<file path="src/hdl/lru_cache_directory_assert.svh">
// ----------------------------------------------------------------------------
// LRU cache directory assertion macros
// Concurrent assertion wrappers; they expand to nothing in synthesis.
// ----------------------------------------------------------------------------
`ifndef LRU_CACHE_DIRECTORY_ASSERT_SVH
`define LRU_CACHE_DIRECTORY_ASSERT_SVH
`ifndef SYNTHESIS
`define LCD_ASSERT(label, clk, rst, prop) \
   label: assert property (@(posedge clk) disable iff (rst) prop) \
      else $error("lru_cache_directory: assertion failed");
`define LCD_ASSERT_NEVER(label, clk, rst, prop) \
   label: assert property (@(posedge clk) disable iff (rst) !(prop)) \
      else $error("lru_cache_directory: forbidden condition seen");
`else
`define LCD_ASSERT(label, clk, rst, prop)
`define LCD_ASSERT_NEVER(label, clk, rst, prop)
`endif
`endif

</file>
<file path="src/hdl/lcd_pkg.sv">
// ----------------------------------------------------------------------------
// LRU cache directory package
// Payload types, cell command types and shared constants.
// ----------------------------------------------------------------------------
`default_nettype none

package lcd_pkg;

   localparam int KEY_BITS     = 32;
   localparam int WAYS_W       = 4;
   localparam int SLOT_W       = 3;
   localparam int EVKEY_W      = 32;
   localparam int CAPACITY_DEF = 8;
   localparam int CSR_ADDR_W   = 3;
   localparam int CSR_DATA_W   = 32;

   localparam logic [WAYS_W-1:0] WAYS_RESET = 4'd8;

   // register index, taken from paddr above the byte offset
   localparam logic [0:0] REG_WAYS_IN_USE = 1'b0;

   localparam logic ACT_REFERENCE = 1'b0;
   localparam logic ACT_QUERY     = 1'b1;

   typedef struct packed {
      logic                action;
      logic [KEY_BITS-1:0] key;
      logic                refresh;
   } req_type;

   typedef struct packed {
      logic               hit;
      logic [SLOT_W-1:0]  slot;
      logic               store_payload;
      logic               evicted;
      logic [EVKEY_W-1:0] evicted_key;
   } rsp_type;

   typedef enum logic [1:0] {
      OP_IDLE,
      OP_LOOK,
      OP_PROMOTE,
      OP_INSERT
   } lcd_op_type;

   typedef struct packed {
      lcd_op_type op;
      logic       use_victim;
   } lcd_cmd_type;

   typedef struct packed {
      logic match;
      logic victim;
      logic first_free;
   } lcd_flag_type;

endpackage

`default_nettype wire

</file>
<file path="src/hdl/lru_cache_directory.sv">
// A transaction passes a lookup step in the cell chain, then an update step that
// also loads the result register; a new transaction can be accepted during the
// update step, but not during the lookup.
// A stalled result holds the update cycle until the result register frees up.
// Reset (synchronous, active high) clears all valid bits, ranks and occupancy
// and sets ways_in_use to 8; no clearing pass is needed.
// ----------------------------------------------------------------------------
// LRU cache directory
// Fully associative LRU directory built as a chain of entry cells.
// ----------------------------------------------------------------------------
`default_nettype none

`include "lru_cache_directory_assert.svh"

module lru_cache_directory
   import lcd_pkg::*;
#(
   parameter int CAPACITY = CAPACITY_DEF
) (
   input  wire logic                  clock,
   input  wire logic                  reset,
   input  wire logic                  req_valid,
   output logic                       req_ready,
   input  wire req_type               req_data,
   output logic                       rsp_valid,
   input  wire logic                  rsp_ready,
   output rsp_type                    rsp_data,
   input  wire logic                  psel,
   input  wire logic                  penable,
   input  wire logic                  pwrite,
   input  wire logic [CSR_ADDR_W-1:0] paddr,
   input  wire logic [CSR_DATA_W-1:0] pwdata,
   output logic [CSR_DATA_W-1:0]      prdata,
   output logic                       pready
);

   localparam int IDX_W = $clog2(CAPACITY);
   localparam int OCC_W = $clog2(CAPACITY + 1);
   localparam int CMP_W = (OCC_W > WAYS_W) ? OCC_W : WAYS_W;

   typedef enum logic [2:0] {
      ST_IDLE = 3'b001,
      ST_LOOK = 3'b010,
      ST_UPDT = 3'b100
   } state_type;

   state_type         state_ff, state_in;
   logic [WAYS_W-1:0] ways_ff;
   logic [OCC_W-1:0]  occ_ff, occ_in;
   req_type           req_hold_ff;
   logic              rsp_valid_ff, rsp_valid_in;
   rsp_type           rsp_data_ff, rsp_data_in;

   logic              req_fire, can_finish, upd_fire, csr_write;
   logic              full, hit, do_ref, do_insert, do_evict;
   logic [OCC_W-1:0]  occ_m1;
   lcd_cmd_type       cmd;

   logic                free_seen [CAPACITY+1];
   logic [IDX_W-1:0]    rank_acc  [CAPACITY+1];
   logic [KEY_BITS-1:0] key_acc   [CAPACITY+1];
   lcd_flag_type        flags     [CAPACITY];
   logic [CAPACITY-1:0] match_vec, victim_vec, free_vec, target_vec;
   logic [IDX_W-1:0]    match_slot, victim_slot, free_slot, slot_sel;
   logic [IDX_W+SLOT_W-1:0] slot_wide;

   // configuration port
   assign pready    = 1'b1;
   assign csr_write = psel && penable && pwrite &&
                      (paddr[CSR_ADDR_W-1:2] == REG_WAYS_IN_USE);
   assign prdata    = (paddr[CSR_ADDR_W-1:2] == REG_WAYS_IN_USE) ?
                      CSR_DATA_W'(ways_ff) : '0;

   always_ff @(posedge clock) begin
      if (reset) begin
         ways_ff <= WAYS_RESET;
      end else if (csr_write) begin
         ways_ff <= pwdata[WAYS_W-1:0];
      end
   end

   // handshake
   assign can_finish = ~rsp_valid_ff | rsp_ready;
   assign upd_fire   = (state_ff == ST_UPDT) && can_finish;
   assign req_ready  = (state_ff == ST_IDLE) || upd_fire;
   assign req_fire   = req_valid && req_ready;
   assign rsp_valid  = rsp_valid_ff;
   assign rsp_data   = rsp_data_ff;

   always_comb begin
      state_in = state_ff;
      unique case (state_ff)
         ST_IDLE: if (req_fire) state_in = ST_LOOK;
         ST_LOOK: state_in = ST_UPDT;
         ST_UPDT: if (can_finish) state_in = req_fire ? ST_LOOK : ST_IDLE;
         default: state_in = ST_IDLE;
      endcase
   end

   always_ff @(posedge clock) begin
      if (req_fire) begin
         req_hold_ff <= req_data;
      end
   end

   // cell chain
   assign occ_m1       = occ_ff - 1'b1;
   assign free_seen[0] = 1'b0;
   assign rank_acc[0]  = '0;
   assign key_acc[0]   = '0;

   for (genvar g = 0; g < CAPACITY; g++) begin : g_cell
      lcd_cell #(
         .CAPACITY (CAPACITY)
      ) u_cell (
         .clock         (clock),
         .reset         (reset),
         .cmd           (cmd),
         .key_in        (req_hold_ff.key),
         .last_rank     (occ_m1[IDX_W-1:0]),
         .promote_rank  (rank_acc[CAPACITY]),
         .free_seen_in  (free_seen[g]),
         .free_seen_out (free_seen[g+1]),
         .rank_acc_in   (rank_acc[g]),
         .rank_acc_out  (rank_acc[g+1]),
         .key_acc_in    (key_acc[g]),
         .key_acc_out   (key_acc[g+1]),
         .flags         (flags[g])
      );
      assign match_vec[g]  = flags[g].match;
      assign victim_vec[g] = flags[g].victim;
      assign free_vec[g]   = flags[g].first_free;
   end

   always_comb begin
      match_slot  = '0;
      victim_slot = '0;
      free_slot   = '0;
      for (int i = 0; i < CAPACITY; i++) begin
         if (match_vec[i])  match_slot  = match_slot  | IDX_W'(i);
         if (victim_vec[i]) victim_slot = victim_slot | IDX_W'(i);
         if (free_vec[i])   free_slot   = free_slot   | IDX_W'(i);
      end
   end

   // decision for the held transaction
   assign full = (CMP_W'(occ_ff) >= CMP_W'(CAPACITY)) ||
                 ((ways_ff == '0) ? (occ_ff != '0) :
                                    (CMP_W'(occ_ff) >= CMP_W'(ways_ff)));
   assign hit        = |match_vec;
   assign do_ref     = (req_hold_ff.action == ACT_REFERENCE);
   assign do_insert  = ~hit && do_ref;
   assign do_evict   = do_insert && full;
   assign target_vec = do_evict ? victim_vec : free_vec;

   always_comb begin
      cmd.op         = OP_IDLE;
      cmd.use_victim = do_evict;
      if (state_ff == ST_LOOK) begin
         cmd.op = OP_LOOK;
      end else if (upd_fire) begin
         if (hit && do_ref) begin
            cmd.op = OP_PROMOTE;
         end else if (do_insert) begin
            cmd.op = OP_INSERT;
         end
      end
   end

   always_comb begin
      priority if (hit) begin
         slot_sel = match_slot;
      end else if (do_evict) begin
         slot_sel = victim_slot;
      end else if (do_insert) begin
         slot_sel = free_slot;
      end else begin
         slot_sel = '0;
      end
   end

   assign slot_wide = {{SLOT_W{1'b0}}, slot_sel};

   always_comb begin
      rsp_data_in.hit           = hit;
      rsp_data_in.slot          = slot_wide[SLOT_W-1:0];
      rsp_data_in.store_payload = do_insert || (hit && do_ref && req_hold_ff.refresh);
      rsp_data_in.evicted       = do_evict;
      rsp_data_in.evicted_key   = do_evict ? EVKEY_W'(key_acc[CAPACITY]) : '0;
   end

   always_comb begin
      occ_in = occ_ff;
      if (upd_fire && do_insert && ~do_evict) begin
         occ_in = occ_ff + 1'b1;
      end
   end

   // result register; drop valid once taken unless a new result lands
   always_comb begin
      rsp_valid_in = rsp_valid_ff;
      if (upd_fire) begin
         rsp_valid_in = 1'b1;
      end else if (rsp_ready) begin
         rsp_valid_in = 1'b0;
      end
   end

   always_ff @(posedge clock) begin
      if (upd_fire) begin
         rsp_data_ff <= rsp_data_in;
      end
   end

   always_ff @(posedge clock) begin
      if (reset) begin
         state_ff     <= ST_IDLE;
         occ_ff       <= '0;
         rsp_valid_ff <= 1'b0;
      end else begin
         state_ff     <= state_in;
         occ_ff       <= occ_in;
         rsp_valid_ff <= rsp_valid_in;
      end
   end

   `LCD_ASSERT(a_occ_bound, clock, reset, occ_ff <= OCC_W'(CAPACITY))
   `LCD_ASSERT(a_hit_unique, clock, reset, (state_ff == ST_UPDT) |-> $onehot0(match_vec))
   `LCD_ASSERT(a_ins_target, clock, reset, (upd_fire && do_insert) |-> $onehot(target_vec))
   `LCD_ASSERT_NEVER(a_evict_on_hit, clock, reset, rsp_valid_ff && rsp_data_ff.evicted && rsp_data_ff.hit)

endmodule

`default_nettype wire

</file>
<file path="src/hdl/lcd_cell.sv">
// ----------------------------------------------------------------------------
// LRU cache directory cell
// One directory entry: key, valid bit and recency rank, with lookup flags
// and the chain terms handed on to the next cell.
// ----------------------------------------------------------------------------
`default_nettype none

module lcd_cell
   import lcd_pkg::*;
#(
   parameter int CAPACITY = CAPACITY_DEF
) (
   input  wire logic                         clock,
   input  wire logic                         reset,
   input  wire lcd_cmd_type                  cmd,
   input  wire logic [KEY_BITS-1:0]          key_in,
   input  wire logic [$clog2(CAPACITY)-1:0]  last_rank,
   input  wire logic [$clog2(CAPACITY)-1:0]  promote_rank,
   input  wire logic                         free_seen_in,
   output logic                              free_seen_out,
   input  wire logic [$clog2(CAPACITY)-1:0]  rank_acc_in,
   output logic [$clog2(CAPACITY)-1:0]       rank_acc_out,
   input  wire logic [KEY_BITS-1:0]          key_acc_in,
   output logic [KEY_BITS-1:0]               key_acc_out,
   output lcd_flag_type                      flags
);

   localparam int RANK_W = $clog2(CAPACITY);

   logic [KEY_BITS-1:0] key_ff;
   logic                valid_ff, valid_in;
   logic [RANK_W-1:0]   rank_ff, rank_in;
   lcd_flag_type        flags_ff, flags_in;
   logic                load_key;

   assign free_seen_out = free_seen_in | ~valid_ff;
   assign rank_acc_out  = rank_acc_in | (flags_ff.match ? rank_ff : '0);
   assign key_acc_out   = key_acc_in | (flags_ff.victim ? key_ff : '0);
   assign flags         = flags_ff;

   always_comb begin
      flags_in = flags_ff;
      valid_in = valid_ff;
      rank_in  = rank_ff;
      load_key = 1'b0;
      unique case (cmd.op)
         OP_IDLE: begin
         end
         OP_LOOK: begin
            flags_in.match      = valid_ff && (key_ff == key_in);
            flags_in.victim     = valid_ff && (rank_ff == last_rank);
            flags_in.first_free = ~valid_ff & ~free_seen_in;
         end
         OP_PROMOTE: begin
            if (flags_ff.match) begin
               rank_in = '0;
            end else if (valid_ff && (rank_ff < promote_rank)) begin
               rank_in = rank_ff + 1'b1;
            end
         end
         OP_INSERT: begin
            // the victim's slot, or the first free slot if none is evicted, is reused; other valid entries age by one
            if (cmd.use_victim ? flags_ff.victim : flags_ff.first_free) begin
               load_key = 1'b1;
               valid_in = 1'b1;
               rank_in  = '0;
            end else if (valid_ff) begin
               rank_in = rank_ff + 1'b1;
            end
         end
      endcase
   end

   always_ff @(posedge clock) begin
      if (reset) begin
         valid_ff <= 1'b0;
         rank_ff  <= '0;
         flags_ff <= '0;
      end else begin
         valid_ff <= valid_in;
         rank_ff  <= rank_in;
         flags_ff <= flags_in;
      end
   end

   always_ff @(posedge clock) begin
      if (load_key) begin
         key_ff <= key_in;
      end
   end

endmodule

`default_nettype wire

</file>
<file path="config.mk">
export PLATFORM = sky130hd
export DESIGN_NAME = lru_cache_directory
export DESIGN_NICKNAME = d
export VERILOG_FILES = /design/src/hdl/lcd_pkg.sv /design/src/hdl/lru_cache_directory.sv /design/src/hdl/lcd_cell.sv
export VERILOG_INCLUDE_DIRS = /design/src /design/src/hdl
export SDC_FILE = /design/constraint.sdc
export NUM_CORES = 1
export LEC_CHECK = 0
export ABC_AREA = 1
export BUFFER_PORTS_ARGS = -buffer_cell sky130_fd_sc_hd__buf_2
export CAP_MARGIN = 20
export CORE_MARGIN = 4
export CORE_UTILIZATION = 35
export DETAILED_ROUTE_END_ITERATION = 16
export GPL_TIMING_DRIVEN = 0
export SLEW_MARGIN = 20
export SYNTH_ARGS = -nofsm -noshare
export SYNTH_HDL_FRONTEND = slang
export SYNTH_SLANG_ARGS = --single-unit
</file>
<file path="constraint.sdc">
create_clock -name clock -period 7.29 [get_ports clock]
set_input_delay 0.3645 -clock clock [delete_from_list [all_inputs] [get_ports clock]]
set_output_delay 0.3645 -clock clock [all_outputs]
set_load 0.01 [all_outputs]
</file>
==> results.toml <==
[power]
p_per_area_nw_per_um2 = 230.2
ir_drop_uv = 156.4
leakagePower_nw = 8.901

[status]
status = "completed"

[grt]
busiest_layer = "met2"
met1_usage = 0.3490
grt_max_degree = 24
gr-usage-met3 = 0.04632
use_met2 = 0.4168
grt_pass1_vias = 15680
grt_pass1_wl_microns = 113700
antenna_found_initial = 1
grt.overflow.total = 0
track_usage = 0.2627

[min_path]
hp-class = "input pin to flop"
min_from = "req_valid"

[cts]
cts_tree = "done"
numCtsBuffers = 46
clkTransAtPathRegs_ns = 0.06
htreeDepth = 2
postCtsSetupBuffers = 0
cts-root-buf = "clkbuf_16"
clock-sinks = 396
post_cts_resized = 0
clk_latency_ns = 0.60
clock_path_buffers = 3
hold_buffers = 35

[routing]
wl_per_cell_microns = 26.71
drc = 0
wl_microns = 81050
drt-pass1-iter-count = 6
route.vias.total = 16590
drt_iter0_markers = 2002
avgViaCountPerCell = 5.466
ant_nets = 0

[sta]
worstMarginPinSlew_ns = 1.293
finalSetupTns_ns = 0
period_share = 0.5703
period_minus_slack_ns = 4.157
max_freq_mhz = 240.5
slew_headroom = 0.1379
rsz0062_at_grt = "false"
whs_ns = 0.03885
hold_viol = 0
drv_slew = 0
clock_skew_ns = 0.02570
setup_violations = 0

[synth]
netlist_instances = 2038
synth-warning-count = 0
yosysSeqAreaShare = 0.5690
ys_seq_elements = 396
synth_compound_area_frac = 0.1020
synth_simple_gate_area_frac = 0.1957
synth_edf_count = 328
synth_area_sq_um = 19700
synthMuxAreaShare = 0
syn_area_per_cell_sq_um = 9.668
synth.distinct_cells = 47
synthXorXnorAreaFrac = 0.05201
synthFlopType = "edfxtp_1"
synthAdderAreaFrac = 0.009526
synth_top_family_by_area = "simple AND/OR/NAND/NOR gates"
synthArstFlopShare = 0

[critical_path]
crit_path_end_kind = "flop"
cp-start-kind = "flop"
reg2reg_from = "occ_ff[0]"
cp_max_fo = 12
cp.required_ns = 7.54
cp-startpoint = "occ_ff[0]"
worstSetupPathType = "flop to flop"
arrival_ns = 4.41

[placement]
io_buffer_count = 88
place_congestion = 1.006
dp_hpwl_microns = 60380

[floorplanning]
dieArea_sq_um = 60150
start_util = 0.3555
die_w_microns = 245.3
rows = 86
boundaryPins = 149
die_h_microns = 245.3
core_area_sq_um = 55420

[layout]
antenna_cells = 0
syn_to_final_growth_pct = 18.95
drive_gt1_frac = 0.1304
final_nets = 2340

[flow_run]
drv_cap = 0
[layout by cell type (no fill, tap or decap), types with 28 or more instances in the layout]
cell type / instances
nand2_1: 489
edfxtp_1: 328
inv_1: 193
nor2_1: 159
buf_2: 99
o21ai_0: 81
xor2_1: 77
dfxtp_1: 68
nand3_1: 67
a21oi_1: 65
clkbuf_1: 61
clkbuf_16: 50
xnor2_1: 39
o2111ai_1: 38
o22ai_1: 37
a221oi_1: 35
dlygate4sd3_1: 35
nor3_1: 34
buf_4: 32
conb_1: 29
nand4_1: 28
[metal layers]
layer  part of all wire  vias up
met5            0.00014        -
li1                   -     7407
met4              0.057        2
met3              0.097      200
met2               0.45      970
met1               0.40     8006
[power breakdown]
part | internal, W | switching [W] | total (W)
clock | 0.00148 | 0.000997 | 0.00248
sequential | 0.00249 | 0.0000606 | 0.00256
combinational | 0.000115 | 0.000248 | 0.000363
[state kept, by name, summed over array words and instances (netlist names)]
signal / flops
rsp_valid: 1
g_cell.u_cell.flags: 24
state_ff: 3
g_cell.u_cell.key_ff: 256
req_hold_ff: 34
ways_ff: 4
g_cell.u_cell.valid_ff: 8
occ_ff: 4
g_cell.u_cell.rank_ff: 24
rsp_data: 38
[critical path, cell delays in order (launching register included)]
cell and delay, ns:
dfxtp_1 0.43, clkinv_1 0.31, clkbuf_1 0.39, ha_1 0.38, nand4_1 0.10, nand3_1 0.10, nand2_1 0.13, nand2_1 0.29
nand2_4 0.21, buf_6 0.18, clkbuf_1 0.97, nor2_1 0.30
[Yosys cell counts (10+ instances only)]
master | count | area (sq um)
ha_1 | 15 | 187.7
xnor2_1 | 40 | 350.3
nand3_2 | 21 | 210.2
a21oi_1 | 65 | 325.3
clkbuf_1 | 61 | 229.0
clkinv_1 | 10 | 37.54
buf_4 | 32 | 240.2
buf_2 | 11 | 55.05
nand4_1 | 28 | 175.2
inv_1 | 202 | 758.2
o22ai_1 | 37 | 231.5
a221oi_1 | 35 | 306.5
nor3_1 | 34 | 170.2
o21ai_0 | 81 | 405.4
a211oi_1 | 13 | 97.59
xor2_1 | 77 | 674.4
dfxtp_1 | 68 | 1361
nand3_1 | 67 | 335.3
nor2_1 | 159 | 596.8
o2111ai_1 | 38 | 332.8
nor4_1 | 26 | 162.7
nand2_1 | 489 | 1836
a31oi_1 | 11 | 68.82
edfxtp_1 | 328 | 9849
or2_2 | 17 | 106.4
[area by class of cell]
type,instances,area [sq um]
Inverter,214,807.0
Clock inverter,29,317.8
Clock buffer,56,1294
Timing Repair Buffer,136,1067
Multi-Input combinational cell,1341,7199
Fill cell,5386,31980
Buffer,114,604.3
Tap cell,748,935.9
Sequential cell,396,11210
[metrics by stage]
| stage | std cells | util | power [W] | cell area, sq um | worst slack [ns] |
|---|---|---|---|---|---|
| finish | 3034 | 0.4229 | 0.005396 | 23440 | 3.133 |
| global route | 3034 | 0.4229 | 0.005546 | 23440 | 3.153 |
| CTS | 3034 | 0.4229 | 0.005423 | 23440 | 3.346 |
| detailed placement | 2914 | 0.3875 | 0.002942 | 21470 | 3.389 |
| global placement | 2901 | 0.3822 | 0.002936 | 21180 | 1.757 |
| floorplan | 2065 | - | 0.002780 | 19800 | 3.882 |
[path summary, 6_finish.rpt]
| kind | slack, ns | endpoint | cells past startpoint |
|---|---|---|---|
| max | 3.13 | rsp_data[9] | 11 |
| min | 0.04 | state_ff[1] | 3 |
| max reg2reg | 3.13 | rsp_data[9] | 11 |
| min reg2reg | 0.49 | occ_ff[3] | 2 |
[cells by family after synthesis]
| logic type | after synthesis |
|---|---|
| XOR/XNOR | 117 |
| AND/OR/NAND/NOR | 870 |
| other | 2 |
| buffers and inverters | 328 |
| AO/OA/AOI/OAI | 310 |
| adder cells (fa/ha/maj) | 15 |
| flip-flops | 396 |
(Power assumes the default switching activity.)
